## src/rtl/core/planar_text_vram_masked_access_macros.svh

```systemverilog
// Assertion helpers for the text VRAM block
`ifndef PLANAR_TEXT_VRAM_MASKED_ACCESS_MACROS_SVH
`define PLANAR_TEXT_VRAM_MASKED_ACCESS_MACROS_SVH

`ifndef SYNTHESIS
// same-cycle implication
`define PTV_ASSERT_NOW(lbl, clk, rst_n, ante, cons) \
    lbl: assert property (@(posedge clk) disable iff (!rst_n) (ante) |-> (cons)) \
        else $error("text vram assertion failed");
// next-cycle implication
`define PTV_ASSERT_NEXT(lbl, clk, rst_n, ante, cons) \
    lbl: assert property (@(posedge clk) disable iff (!rst_n) (ante) |=> (cons)) \
        else $error("text vram assertion failed");
`else
`define PTV_ASSERT_NOW(lbl, clk, rst_n, ante, cons)
`define PTV_ASSERT_NEXT(lbl, clk, rst_n, ante, cons)
`endif

`endif

```

## src/rtl/core/ptvram_ram.sv

```systemverilog
`timescale 1ns / 1ps

module ptvram_ram #(
    parameter int WIDTH = 16,
    parameter int DEPTH = 256
) (
    input  logic                     clk,
    input  logic                     we,
    input  logic [$clog2(DEPTH)-1:0] waddr,
    input  logic [WIDTH-1:0]         wdata,
    input  logic [$clog2(DEPTH)-1:0] raddr,
    output logic [WIDTH-1:0]         rdata
);

    logic [WIDTH-1:0] mem [DEPTH];

    // one write port, one registered read port
    always_ff @(posedge clk)
    begin
        if (we)
        begin
            mem[waddr] <= wdata;
        end
        rdata <= mem[raddr];
    end

endmodule

```

## config.mk

```make
export PLATFORM = sky130hd
export DESIGN_NAME = ptvram_ram
export DESIGN_NICKNAME = d
export VERILOG_FILES = /design/src/rtl/core/planar_text_vram_masked_access_macros.svh /design/src/rtl/core/ptvram_ram.sv
export SDC_FILE = /design/constraint.sdc
export NUM_CORES = 2
export LEC_CHECK = 0
export BUFFER_PORTS_ARGS = -buffer_cell sky130_fd_sc_hd__buf_2
export CAP_MARGIN = 40
export CORE_UTILIZATION = 33
export DETAILED_ROUTE_END_ITERATION = 10
export PLACE_DENSITY = 0.55
export SYNTH_ARGS = -nofsm -noshare
export SYNTH_HDL_FRONTEND = slang
export SYNTH_SLANG_ARGS = --single-unit
```

## constraint.sdc

```tcl
create_clock -name clk -period 4.15 [get_ports clk]
set_input_delay 0.83 -clock clk [delete_from_list [all_inputs] [get_ports clk]]
set_output_delay 0.83 -clock clk [all_outputs]
set_load 0.05 [all_outputs]
```

Word-level counts from Yosys, hierarchy flattened
Memories as Yosys holds them, arrays and structs flattened. A register that Yosys moved wholly into a read port is not among the register bits.
Cells that the tools add are included.
Word-level totals
  logic and storage cells: 3
  register bits after elaboration: 0
  memories kept: 1
  RAM bits: 4096
  bits of input ports: 34
  output and inout bits: 16
  ROM bits: 0
  bits in latches: 0
Memory list
  mem: depth 256, width 16, read ports 1, clocked after memory_dff 1, write ports 1, RTL line ptvram_ram.sv:15  | logic [WIDTH-1:0] mem [DEPTH];
Operators by class
  divide/modulo/power cells: 0
  magnitude comparators: 0
  reductions and logical operators: 0
  shifts and indexed selects: 0
  bitwise gates (word level): 0
  equal/unequal tests: 0
  mux-type cells: 2
  multipliers: 0
  add/sub/neg operators: 0
Operator list (number)
  2-to-1 mux 1 bit: 2

Depth between registers and ports, before layout
  depth in word-level cells: 2
  gate-level depth with buffers: 12

Worst setup path after synthesis
OpenSTA, ideal clock, no wires.
  path type: input to register
  start: input waddr[3]
  end: memory mem[235][0], enable pin
  path slack: 1155 ps
  path buffers: 3
  arrival time: 2607 ps
  stages on the path: 6
  library setup time: 388 ps
  path through: clkbuf_1 -> nor2b_1 -> clkbuf_1 -> nand4_1 -> clkbuf_1 -> nor2_1
RTL lines
  from (decl): RTL line ptvram_ram.sv:9  | input logic [$clog2(DEPTH)-1:0] waddr,
  to (decl): RTL line ptvram_ram.sv:15
Straight into the memory's write port.

==> out/results.ini <==
[outcome]
run_status = completed

[logic_synthesis]
yosysTopAreaCellShare = 0.7750
async_flop_share = 0
ys_seq_area_frac = 0.7770
synth_cell_types = 52
yosys.area.top_type = edfxtp_1
ys.flop_type = edfxtp_1
synth_edf_count = 4096
ys_ff_latch = 4112
synth_commonest_cells = edfxtp_1, mux4_2, mux2i_1, nor2_1, o221ai_1
synth_fp_nets = 7394
synthTopCellsByArea = edfxtp_1, mux4_2, mux2i_1
synth_warnings = 0
syn_inst = 7360
syn_area_um2 = 158700
avgSynthCellArea_um2 = 21.56
synth.most_common_cell = edfxtp_1

[floorplanning]
die_x_um = 695.5
die-area_um2 = 483700
die_height_um = 695.5
pin_count = 50
placementRows = 254
initial_core_util = 0.3316
core_um2 = 478600

[pwr]
p_leak_nw = 58.55
peakVddDrop_v = 0.0003764
powerDensity_nw_per_um2 = 473.2

[placement]
place.detailed.hpwl_um = 280100
portBuffers = 49
gp_congestion = 0.8513

[timing]
min_period_ps = 3448
tns_ps = 0
period_share = 0.8309
rsz0062_at_grt = no
fmax_ghz = 0.2900
setup_viol = 0
hold_violations = 0
tightestPinTransition_ps = 1238
relSlewSlack = 0.1748
drv_slew = 0
timing.hold.ws_ps = 234.6
skew_ps = 81.15

[route]
route.detailed.drc = 0
vias_per_cell = 5.380
vias = 80010
antenna_left = 0
wire_per_inst_um = 30.39
drtPass1Iterations = 6
first_iter_violations = 9805
wl_um = 451900

[grt]
grt_max_degree = 125
overflow = 0
grt_pass1_wl_um = 630600
antenna_found_initial = 33
grt_use_total = 0.1828
grt_pass1_vias = 80020

[clock_network]
post_cts_buffers = 0
cts_resized = 0
root_buffer = clkbuf_16
cts_tree = done
htreeDepth = 5
clock_latency_ps = 1000
cts_made_buffers = 407
clockBufferDepth = 4
clock_sinks = 4112
clkTransAtPathRegs_ps = 60
cts_hold_buf = 0

[setup_path]
end_kind = register
cp_max_fo = 21
cp-start-kind = input pin
required_ps = 5040
arrival_ps = 4340
path_class = input pin to register

[flow_run]
drv_cap = 0

[finish]
seq_area_um2 = 123300
fill_cells = 42830
drive_gt1_frac = 0.2826
syn_to_final_growth_pct = 16.61
multiInputGateArea_um2 = 33050
nets = 8145

[hold_path]
hold_path.class = input pin to register

==> state kept, by name (all words and copies together), names as in the netlist <==
| signal | count |
|---|---|
| rdata | 16 |
| mem | 4096 |
==> critical path: stages <==
cell,delay [ps]
buf_12,220
buf_12,180
buf_12,210
buf_4,350
buf_4,420
mux2i_1,130
o221ai_1,300
o22ai_1,130
a21oi_1,590
buf_4,220
nand4_1,300
nor4_1,380
==> path summary, 6_finish.rpt <==
kind | to | start | slack (ps) | cells past startpoint
worst max-delay path | rdata[8] | raddr[0] | 700 | 12
worst max register to register | rdata[1] | mem[3][1] | 1190 | 6
worst min-delay path | mem[234][9] | wdata[9] | 230 | 1
worst min register to register | rdata[14] | mem[122][14] | 1050 | 6
==> through the flow <==
stage | utilization | cell area, um2 | worst slack (ps) | total power, W | std cells
final | 0.3867 | 185100 | 701.8 | 0.08758 | 14870
after CTS | 0.3866 | 185000 | 793.7 | 0.08827 | 14860
after detailed placement | 0.3587 | 171700 | -267.8 | 0.05154 | 14100
after global placement | 0.3583 | 171500 | -346.1 | 0.05147 | 14090
after floorplan | - | 158700 | 1155 | 0.04905 | 7360
after global routing | 0.3866 | 185000 | 569.2 | 0.08983 | 14860
==> metal layers <==
metal / track usage / wire, um / up-vias
met2: 0.3018 / 219000 / 3173
li1: - / - / 32830
met5: 0 / 168 / -
met3: 0.02850 / 32020 / 615
met4: 0.05319 / 14330 / 24
met1: 0.2505 / 186400 / 43370
==> final cells by class <==
cell class	instances	share of cell area
flip-flops and latches	4112	0.6663
multi-input cells	2792	0.1786
clock buffers	485	0.05717
well taps	6400	0.04327
repair buffers	794	0.03933
clock inverters	271	0.01502
diodes	13	0.0001758
inverters	4	0.0001487
==> cell usage in the layout (no fill, tap or decap), types with 28 or more instances in the layout <==
master,instances
a21oi_1,175
bufinv_16,43
nand2_1,38
clkinv_1,100
mux2_2,88
buf_2,33
a221oi_1,28
a22oi_1,43
nor3_1,90
a22o_1,32
buf_12,96
edfxtp_1,4096
clkbuf_16,410
mux4_2,797
clkbuf_1,71
clkinv_2,85
nor2_2,100
o22ai_1,148
mux2i_1,565
buf_4,639
nor2_1,204
o221ai_1,252
o21ai_0,37
==> power breakdown <==
group          total (W)  switching [W]  internal, W  leakage, nW
Combinational    0.00475        0.00311      0.00164         15.1
Clock             0.0370         0.0160       0.0210         6.50
Sequential        0.0459      0.0000887       0.0458         36.9
==> cells by family (layout without fill, tap and decap cells) <==
family | count (synthesis) | count (layout) | share of synthesized area
DFF | 4112 | 4112 | 0.7770
muxes | 1450 | 1450 | 0.1550
AOI/OAI and AO/OA | 786 | 786 | 0.03537
and+or+nand+nor | 556 | 556 | 0.01574
buffers and inverters | 456 | 1554 | 0.01693
other | 0 | 13 | 0
(Power assumes the default switching activity.)
